**src/hw/rtl/modular_exponent_unit_core_macros.svh**
```systemverilog
// Assertion helpers for the modular exponent core.
// Both sample on the rising edge of clk and stay quiet while rst_n is low.
`ifndef MODULAR_EXPONENT_UNIT_CORE_MACROS_SVH
`define MODULAR_EXPONENT_UNIT_CORE_MACROS_SVH

// Implication checked in the same cycle.
`define MEXP_ASSERT_NOW(lbl, ante, cons, msg) \
    lbl: assert property (@(posedge clk) disable iff (!rst_n) (ante) |-> (cons)) \
        else $error(msg);

// Implication checked in the next cycle.
`define MEXP_ASSERT_NEXT(lbl, ante, cons, msg) \
    lbl: assert property (@(posedge clk) disable iff (!rst_n) (ante) |=> (cons)) \
        else $error(msg);

`endif

```
**src/hw/rtl/mexp_pkg.sv**
```systemverilog
package mexp_pkg;

    // Field widths
    localparam int RES_W  = 30;
    localparam int EXP_W  = 63;
    localparam int MUL_W  = RES_W + 1;
    localparam int PROD_W = 2 * MUL_W;
    localparam int REM_W  = RES_W + 2;

    // Prime modulus and the Fermat inverse exponent
    localparam logic [RES_W-1:0] MOD_PRIME   = 30'd998244353;
    localparam logic [EXP_W-1:0] MOD_INV_EXP = EXP_W'(MOD_PRIME) - EXP_W'(2);

    // Barrett constant: floor(2^60 / prime), fits in 31 bits
    localparam logic [63:0]      BARRETT_MU_FULL = (64'd1 << 60) / 64'd998244353;
    localparam logic [MUL_W-1:0] BARRETT_MU      = BARRETT_MU_FULL[MUL_W-1:0];

    // Exponent sequencer states
    typedef enum logic [1:0] {
        ST_IDLE,
        ST_STEP,
        ST_ACC,
        ST_SQR
    } mexp_state_t;

    // Modular multiplier phases
    typedef enum logic [2:0] {
        MM_IDLE,
        MM_QUOT,
        MM_QMOD,
        MM_SUB,
        MM_FIX
    } mexp_mm_phase_t;

endpackage

```
**src/hw/rtl/modular_exponent_unit_core.sv**
```systemverilog
// A request runs one modular product per squaring and per set exponent bit; a square is
// skipped once no higher exponent bit is set. The slowest exponent is 2^63-1.
// Each modular product runs on the one shared 31x31 multiplier (Barrett reduction).
// A new request is taken only when idle; busy stays high until the result is strobed.
// done marks residue for exactly one cycle; the receiver cannot stall it.
// rst_n clears the sequencer asynchronously; no request is held over reset.
`include "modular_exponent_unit_core_macros.svh"

module modular_exponent_unit_core
    import mexp_pkg::*;
(
    input  logic             clk,
    input  logic             rst_n,
    input  logic             start,
    output logic             busy,
    input  logic             kind,
    input  logic [RES_W-1:0] base,
    input  logic [EXP_W-1:0] exponent,
    output logic             done,
    output logic [RES_W-1:0] residue
);

    mexp_state_t      state_reg;
    mexp_state_t      state_next;

    logic [RES_W-1:0] acc_reg;
    logic [RES_W-1:0] acc_next;
    logic [RES_W-1:0] sq_reg;
    logic [RES_W-1:0] sq_next;
    logic [EXP_W-1:0] exp_reg;
    logic [EXP_W-1:0] exp_next;
    logic [RES_W-1:0] residue_reg;
    logic [RES_W-1:0] residue_next;
    logic             done_reg;
    logic             done_next;

    logic             mm_start;
    logic [RES_W-1:0] mm_op_a;
    logic             mm_done;
    logic [RES_W-1:0] mm_product;
    logic [RES_W:0]   base_sub;
    logic [RES_W-1:0] base_red;

    // Bring a base at or above the prime back into range
    always_comb
    begin
        base_sub = {1'b0, base} - (RES_W + 1)'(MOD_PRIME);
        base_red = base_sub[RES_W] ? base : base_sub[RES_W-1:0];
    end

    mexp_modmul u_modmul (
        .clk     (clk),
        .rst_n   (rst_n),
        .start   (mm_start),
        .op_a    (mm_op_a),
        .op_b    (sq_reg),
        .done    (mm_done),
        .product (mm_product)
    );

    // Sequence square-and-multiply from the low exponent bit upward
    always_comb
    begin
        state_next   = state_reg;
        acc_next     = acc_reg;
        sq_next      = sq_reg;
        exp_next     = exp_reg;
        residue_next = residue_reg;
        done_next    = 1'b0;
        mm_start     = 1'b0;
        mm_op_a      = exp_reg[0] ? acc_reg : sq_reg;
        case (state_reg)
            ST_IDLE:
            begin
                if (start)
                begin
                    acc_next   = RES_W'(1);
                    sq_next    = base_red;
                    exp_next   = kind ? MOD_INV_EXP : exponent;
                    state_next = ST_STEP;
                end
            end
            ST_STEP:
            begin
                if (exp_reg == '0)
                begin
                    residue_next = acc_reg;
                    done_next    = 1'b1;
                    state_next   = ST_IDLE;
                end
                else
                begin
                    mm_start   = 1'b1;
                    state_next = exp_reg[0] ? ST_ACC : ST_SQR;
                end
            end
            ST_ACC:
            begin
                if (mm_done)
                begin
                    acc_next   = mm_product;
                    exp_next   = {exp_reg[EXP_W-1:1], 1'b0};
                    state_next = ST_STEP;
                end
            end
            ST_SQR:
            begin
                if (mm_done)
                begin
                    sq_next    = mm_product;
                    exp_next   = {1'b0, exp_reg[EXP_W-1:1]};
                    state_next = ST_STEP;
                end
            end
            default:
            begin
                state_next = ST_IDLE;
            end
        endcase
    end

    always_ff @(posedge clk or negedge rst_n)
    begin
        if (!rst_n)
        begin
            state_reg <= ST_IDLE;
            done_reg  <= 1'b0;
        end
        else
        begin
            state_reg <= state_next;
            done_reg  <= done_next;
        end
    end

    // Hold the running power, accumulator, remaining exponent and result
    always_ff @(posedge clk)
    begin
        acc_reg     <= acc_next;
        sq_reg      <= sq_next;
        exp_reg     <= exp_next;
        residue_reg <= residue_next;
    end

    assign busy    = (state_reg != ST_IDLE);
    assign done    = done_reg;
    assign residue = residue_reg;

    `MEXP_ASSERT_NEXT(a_request_takes_busy, start && !busy, busy, "request accepted but core not busy")
    `MEXP_ASSERT_NOW(a_done_when_idle, done, !busy, "result strobed while still busy")
    `MEXP_ASSERT_NOW(a_residue_reduced, done, residue < MOD_PRIME, "result not reduced")
    `MEXP_ASSERT_NOW(a_power_reduced, busy && state_reg != ST_IDLE, sq_reg < MOD_PRIME, "power out of range")
    `MEXP_ASSERT_NEXT(a_done_single, done, !done, "result strobe longer than one cycle")

endmodule

```
**src/hw/rtl/mexp_modmul.sv**
```systemverilog
module mexp_modmul
    import mexp_pkg::*;
(
    input  logic             clk,
    input  logic             rst_n,
    input  logic             start,
    input  logic [RES_W-1:0] op_a,
    input  logic [RES_W-1:0] op_b,
    output logic             done,
    output logic [RES_W-1:0] product
);

    mexp_mm_phase_t phase_reg;
    mexp_mm_phase_t phase_next;

    logic [2*RES_W-1:0] prod_reg;
    logic [PROD_W-1:0]  qmu_reg;
    logic [REM_W-1:0]   qm_reg;
    logic [REM_W-1:0]   rem_reg;
    logic [RES_W-1:0]   product_reg;
    logic               done_reg;

    logic [MUL_W-1:0]   mul_a;
    logic [MUL_W-1:0]   mul_b;
    logic [PROD_W-1:0]  mul_out;
    logic [REM_W:0]     rem_sub1;
    logic [REM_W:0]     rem_sub2;
    logic [RES_W-1:0]   rem_fixed;

    // Steer the one shared multiplier by phase
    always_comb
    begin
        case (phase_reg)
            MM_IDLE:
            begin
                mul_a = {1'b0, op_a};
                mul_b = {1'b0, op_b};
            end
            MM_QUOT:
            begin
                mul_a = prod_reg[2*RES_W-1:RES_W-1];
                mul_b = BARRETT_MU;
            end
            MM_QMOD:
            begin
                mul_a = qmu_reg[PROD_W-1:MUL_W];
                mul_b = {1'b0, MOD_PRIME};
            end
            default:
            begin
                mul_a = '0;
                mul_b = '0;
            end
        endcase
    end

    assign mul_out = mul_a * mul_b;

    // Fold the Barrett remainder, which stays below three times the prime
    always_comb
    begin
        rem_sub1 = {1'b0, rem_reg} - (REM_W + 1)'(MOD_PRIME);
        rem_sub2 = {1'b0, rem_reg} - (REM_W + 1)'({MOD_PRIME, 1'b0});
        if (!rem_sub2[REM_W])
            rem_fixed = rem_sub2[RES_W-1:0];
        else if (!rem_sub1[REM_W])
            rem_fixed = rem_sub1[RES_W-1:0];
        else
            rem_fixed = rem_reg[RES_W-1:0];
    end

    // Advance through multiply, quotient estimate, quotient times prime, subtract, fold
    always_comb
    begin
        phase_next = phase_reg;
        case (phase_reg)
            MM_IDLE: if (start) phase_next = MM_QUOT;
            MM_QUOT: phase_next = MM_QMOD;
            MM_QMOD: phase_next = MM_SUB;
            MM_SUB:  phase_next = MM_FIX;
            MM_FIX:  phase_next = MM_IDLE;
            default: phase_next = MM_IDLE;
        endcase
    end

    always_ff @(posedge clk or negedge rst_n)
    begin
        if (!rst_n)
        begin
            phase_reg <= MM_IDLE;
            done_reg  <= 1'b0;
        end
        else
        begin
            phase_reg <= phase_next;
            done_reg  <= (phase_reg == MM_FIX);
        end
    end

    // Hold the intermediate values of the reduction
    always_ff @(posedge clk)
    begin
        if (phase_reg == MM_IDLE && start)
            prod_reg <= mul_out[2*RES_W-1:0];
        if (phase_reg == MM_QUOT)
            qmu_reg <= mul_out;
        if (phase_reg == MM_QMOD)
            qm_reg <= mul_out[REM_W-1:0];
        if (phase_reg == MM_SUB)
            rem_reg <= prod_reg[REM_W-1:0] - qm_reg;
        if (phase_reg == MM_FIX)
            product_reg <= rem_fixed;
    end

    assign done    = done_reg;
    assign product = product_reg;

endmodule

```
**config.mk**
```make
export PLATFORM = sky130hd
export DESIGN_NAME = modular_exponent_unit_core
export DESIGN_NICKNAME = d
export VERILOG_FILES = /design/src/hw/rtl/mexp_pkg.sv /design/src/hw/rtl/modular_exponent_unit_core.sv /design/src/hw/rtl/mexp_modmul.sv
export VERILOG_INCLUDE_DIRS = /design/src /design/src/hw/rtl
export SDC_FILE = /design/constraint.sdc
export NUM_CORES = 2
export LEC_CHECK = 0
export BUFFER_PORTS_ARGS = -buffer_cell sky130_fd_sc_hd__buf_2
export CAP_MARGIN = 0
export CORE_MARGIN = 4
export CORE_UTILIZATION = 59
export CTS_CLUSTER_DIAMETER = 120
export CTS_CLUSTER_SIZE = 20
export DETAILED_ROUTE_END_ITERATION = 8
export MAX_ROUTING_LAYER = met4
export PLACE_DENSITY_LB_ADDON = 0.12
export SKIP_LAST_GASP = 1
export SYNTH_ARGS = -nofsm -noshare
export SYNTH_HDL_FRONTEND = slang
export SYNTH_SLANG_ARGS = --single-unit
export TNS_END_PERCENT = 30
```
**constraint.sdc**
```tcl
create_clock -name clk -period 10.2 [get_ports clk]
set_input_delay 0.51 -clock clk [delete_from_list [all_inputs] [get_ports clk]]
set_output_delay 0.51 -clock clk [all_outputs]
set_load 0.02 [all_outputs]
```
# Word level (Yosys, flattened, before mapping)
# Cells that the tools add are included.
# totals
ff_bits,376
latchBits,0
ram_bits,0
rom_bits,0
input_bits,97
out_inout_bits,32
mem_count,0
# classes
add_sub_neg,4
n_mul,1
div,0
n_lt_le_gt_ge,0
n_eq_ne,12
shift,0
muxes,27
bitwise_logic,1
reduce_logical,15
# op_table
cell,count
2-to-1 mux 30 bit,7
2-to-1 mux 63 bit,3
case mux 63 bit (3 select lines),1
case mux 31 bit (3 select lines),2
case mux 30 bit (2 select lines),2
logical NOT 63 bit,1
multiplier 31 x 31 -> 62 bit,1
subtractor 32 x 30 -> 33 bit (second input constant),1
subtractor 32 x 31 -> 33 bit (second input constant),1
subtractor 32 bit,1
subtractor 30 x 30 -> 31 bit (second input constant),1
case mux 3 bit (4 select lines),1
inequality test 2 x 1 -> 1 bit (second input constant),4
AND reduction 4 bit,2
== test 3 x 2 -> 1 bit (second input constant),2
2-to-1 mux 1 bit,6
2-to-1 mux 2 bit,3
case mux 2 bit (3 select lines),1
AND reduction 3 bit,2
nonzero test 2 bit,3
== test 2 bit (second input constant),2
AND reduction 2 bit,2
== test 3 x 1 -> 1 bit (second input constant),1
== test 3 bit (second input constant),1
9 further kinds,9

# Logic depth before layout (Yosys ltp)
# logic_depth
depth_word,5
depth_mapped,37

# By module
# Synthesis repeated with hierarchy kept, for this count alone.
# unflattened
cells_unflattened,4739
hier_area_um2,46397.0
# by_module_without_submodules
module,n_inst,cells_each,area_per_inst_um2,seq_area_each_um2
mexp_modmul,1,4158,39011.2,5655.4
modular_exponent_unit_core,1,581,7385.8,4669.5

# Worst setup path before layout
# No wires, ideal clock.
# synth_path
path_kind,register -> register
from,register u_modmul.phase_reg[1]
to,register u_modmul.prod_reg[50] (data pin)
arrival_ns,10.377
slack_ns,-0.456
stages_incl_launch_ff,33
path_cell_list,dfrtp_1 > clkbuf_1 > inv_1 > clkbuf_1 > nor3_1 > or2_2 > clkbuf_1 > a21o_1 > buf_2 > clkbuf_1 > nand2_1 > fa_1 > inv_1 > fa_1 > inv_1 > fa_1 > inv_1 > fa_1 > fa_1 > fa_1 > fa_1 > fa_1 > ha_1 > clkbuf_1 > nand2_1 > nor3_1 > a22oi_1 > o211ai_1 > a211oi_1 > a21oi_1 > o22ai_1 > o41ai_1 > xor2_1
# synth_between
elab_chain_len,3
# synth_lines
element,line,source
start: declaration,mexp_modmul.sv:13,mexp_mm_phase_t phase_reg;
start signal: assignment,mexp_modmul.sv:95,phase_reg <= phase_next;
== test 3 x 2 -> 1 bit (tied with other cells),mexp_modmul.sv:33,case (phase_reg)
case mux 31 bit (3 select lines),mexp_modmul.sv:33,
multiplier 31 x 31 -> 62 bit (*),mexp_modmul.sv:57,assign mul_out = mul_a * mul_b;
named net u_modmul.mul_out[50],mexp_modmul.sv:25,logic [PROD_W-1:0] mul_out;
end signal: assignment,mexp_modmul.sv:104,prod_reg <= mul_out[2*RES_W-1:0];
end: declaration,mexp_modmul.sv:16,logic [2*RES_W-1:0] prod_reg;
# Mark *: on every way through the listed nets, which the timed path passes. The rest lies on a longest branch.
# A chain may end at the register's enable or synchronous reset.

# Worst setup path in the final report
# layout_path
from,register u_modmul.phase_reg[2]
to,register u_modmul.qmu_reg[45] (data pin)
# layout_between
elab_chain_len,3
# layout_lines
element,line,source
== test 3 x 2 -> 1 bit (tied with other cells),mexp_modmul.sv:33,
case mux 31 bit (3 select lines),mexp_modmul.sv:33,
multiplier 31 x 31 -> 62 bit (*),mexp_modmul.sv:57,
named net u_modmul.mul_out[45],mexp_modmul.sv:25,
end signal: assignment,mexp_modmul.sv:106,qmu_reg <= mul_out;
end: declaration,mexp_modmul.sv:17,logic [PROD_W-1:0] qmu_reg;
# Marked as above.

==> results.cfg <==
[min_path]
hold_class = primary input to flop
whs_path_depth = 2
min_from = exponent[56]
hold_path_end = exp_reg[56]

[route]
drc = 0
via_per_inst = 5.87
wirelength_um = 148000
route.vias.total = 34700
ant_nets = 0
drt_pass1_iterations = 5
drt_iter0_markers = 3547
post_drt_wl_per_cell_um = 25.0

[timing]
rsz0062_at_grt = false
layout_setup_ws_ns = 0.292
fmax_ghz = 0.101
finalSetupViolations = 0
finalCriticalPeriod_ns = 9.91
worst_pin_slew_ns = 1.15
period_share_pct = 97.1
maxSlewViolCount = 0
skew_ns = 0.0358
fin_setup_tns_ns = 0
relSlewSlack_pct = 23.3
hold_viol = 0

[grt]
grt_pass1_vias = 35600
grt_max_degree = 84
antenna_found_initial = 4
grt_remaining_overflow = 0
grt_pass1_wl_um = 223000
grt_use_total_pct = 37.5

[place]
post-place-ws_ns = 0.596
hpwl_um = 121000
gp_congestion = 1.10
dp_cells = 5877
io_buffer_count = 128

[finish]
nets = 6086
syn2layout_area_growth_pct = 5.97
drive_gt1_share_pct = 6.92
largest_reg_flops = 63
fillers = 6599
instances_no_fill = 5911
multi_input_area_um2 = 31800
seq_area_um2 = 10300

[critical_path]
crit_path_frequent_cell = fa_1
required_ns = 10.54
endpoint_kind = flop
r2r_setup_slack_ns = 0.29
crit_arrival_ns = 10.25
cp_slowest_cell = and2_1
critical_path.max_stage_delay_ns = 0.77
rr_endpoint = u_modmul.qmu_reg[45]
critPathMaxFanout = 27
critical_path_class = flop to flop
rr_worst_depth = 29
timing.rr.start = u_modmul.phase_reg[2]
cp-start-kind = flop

[clock_network]
cts_buffers = 21
cts_resized = 0
cts_tree = built
insertion_delay_ns = 0.56
cts_buffer_depth = 3
root_buffer = clkbuf_16
cts.sinks = 345
clk_pin_slew_worst_paths_ns = 0.11
htree_levels = 1

[synth]
synthCells = 4805
syn_avg_cell_area_um2 = 9.62
synth.cell_area_um2 = 46200
synth_edf_count = 338
synth_largest_area_cell = fa_1
ys_seq_area_share_pct = 22.3
synth-seq-cells = 345
synthArstFlopShare_pct = 2.03
synthFlopType = edfxtp_1
synth_cell_types = 82
synth_area_leaders = fa_1 36%, edfxtp_1 22%, ha_1 7.8%
ys_warn_count = 0
yosysTopAreaCellShare_pct = 36.3

[job]
drv_cap = 0

[die]
dieArea_um2 = 82900
die_h_um = 288
io-pin-count = 129
row_count = 102
start_util_pct = 59.6
die_w_um = 288
core_area_um2 = 77600

[status]
outcome = finished clean
layout by cell type, fill, tap and decap left out, types with 14 or more instances in the layout:
master,count
o21bai_1,15
nand4_1,26
xor2_1,53
a22o_1,34
nor2b_1,14
xnor2_1,84
a21o_1,72
buf_4,135
nor4_1,22
fa_1,838
o21ai_1,18
mux2i_1,32
nand2_1,681
and2_1,61
o21ai_0,136
and3_1,35
o211ai_1,19
nor3_1,26
a21oi_1,118
o21a_1,25
nand3_1,32
ha_1,290
conb_1,14
nor2_1,551
inv_1,887
edfxtp_1,338
clkbuf_16,21
buf_2,128
per-layer routing:
metal	global-route usage, %	wire length, um	part of all wire (%)
met4	13.8	6870	4.6
met2	53.8	63500	43
met5	-	0	0
met1	51.2	59100	40
met3	10.9	18300	12
final cells by class:
class	instances	share of cell area [%]
Clock inverter	2	0.0511
Tap cell	1040	2.66
Clock buffer	29	1.13
Antenna cell	2	0.0102
Multi-Input combinational cell	3341	64.8
Inverter	887	6.80
Sequential cell	345	21.1
Timing Repair Buffer	265	3.44
synthesized netlist by cell type, types with 5 or more instances:
cell,count
nor4_1,23
nor3_1,28
a21oi_1,121
and2_1,62
a22o_1,34
and3_1,35
buf_1,6
a311oi_1,5
clkbuf_1,231
nand2_1,682
nand3b_1,5
buf_2,5
nand4_1,26
ha_1,290
o211ai_1,19
mux2i_1,32
o21bai_1,15
o31ai_1,9
or3_1,11
a21o_1,72
nor2b_1,14
or4_1,6
a31oi_1,9
fa_1,838
o21ai_0,139
nand2b_1,6
or2_2,5
edfxtp_1,338
xnor2_1,84
inv_1,887
o21ai_1,17
nor2_1,556
o21a_1,25
dfrtp_1,7
xor2_1,53
a211oi_1,13
nand3_1,32
cell families after synthesis:
logic type | Yosys count | share of synthesized area (%)
DFF | 345 | 22.3
buffers and inverters | 1131 | 9.21
adders and majority gates | 1128 | 44.1
AOI/OAI and AO/OA | 515 | 7.16
xor gates and xnor gates | 137 | 2.60
other | 2 | 0.0162
and+or+nand+nor | 1515 | 13.9
muxes | 32 | 0.693
through the flow:
step | hold WS (ns) | area, um^2 | util, %
2_1_floorplan | 0.214 | 46300 | -
3_3_place_gp | 0.420 | 48400 | 62.4
3_5_place_dp | 0.420 | 48400 | 62.4
4_1_cts | 0.225 | 49000 | 63.1
5_1_grt | 0.226 | 49000 | 63.1
6_report | 0.242 | 49000 | 63.1
worst max path at each step:
stage | startpoint | endpoint | slack (ns) | depth (start not counted)
finish | u_modmul.phase_reg[2] | u_modmul.qmu_reg[45] | 0.29 | 29
global route | u_modmul.phase_reg[2] | u_modmul.qmu_reg[61] | 0.15 | 29
CTS | u_modmul.phase_reg[2] | u_modmul.qmu_reg[45] | 0.54 | 29
detailed placement | u_modmul.phase_reg[2] | u_modmul.prod_reg[45] | 0.60 | 29
global placement | u_modmul.phase_reg[2] | u_modmul.prod_reg[45] | 0.64 | 29
floorplan | u_modmul.phase_reg[1] | u_modmul.prod_reg[50] | 0.61 | 32
worst max-delay path, delay by kind of cell (launching register included):
| family | cells | cell delay [ns] |
|---|---|---|
| fa+ha+maj | 9 | 4.43 |
| compound gates | 6 | 1.84 |
| simple gates | 7 | 1.73 |
| buf+inv | 6 | 0.72 |
| flops | 1 | 0.61 |
| xor+xnor | 1 | 0.32 |
timing repair:
action / in CTS / in global routing
hold buffers: 1 / 0
buffers inserted: 0 / 0
endpoints found under the hold margin: 7 / 0
Power is left out: the tool's default activity adds up to more than one toggle a clock period on the data nets, which glitch-free logic cannot reach.
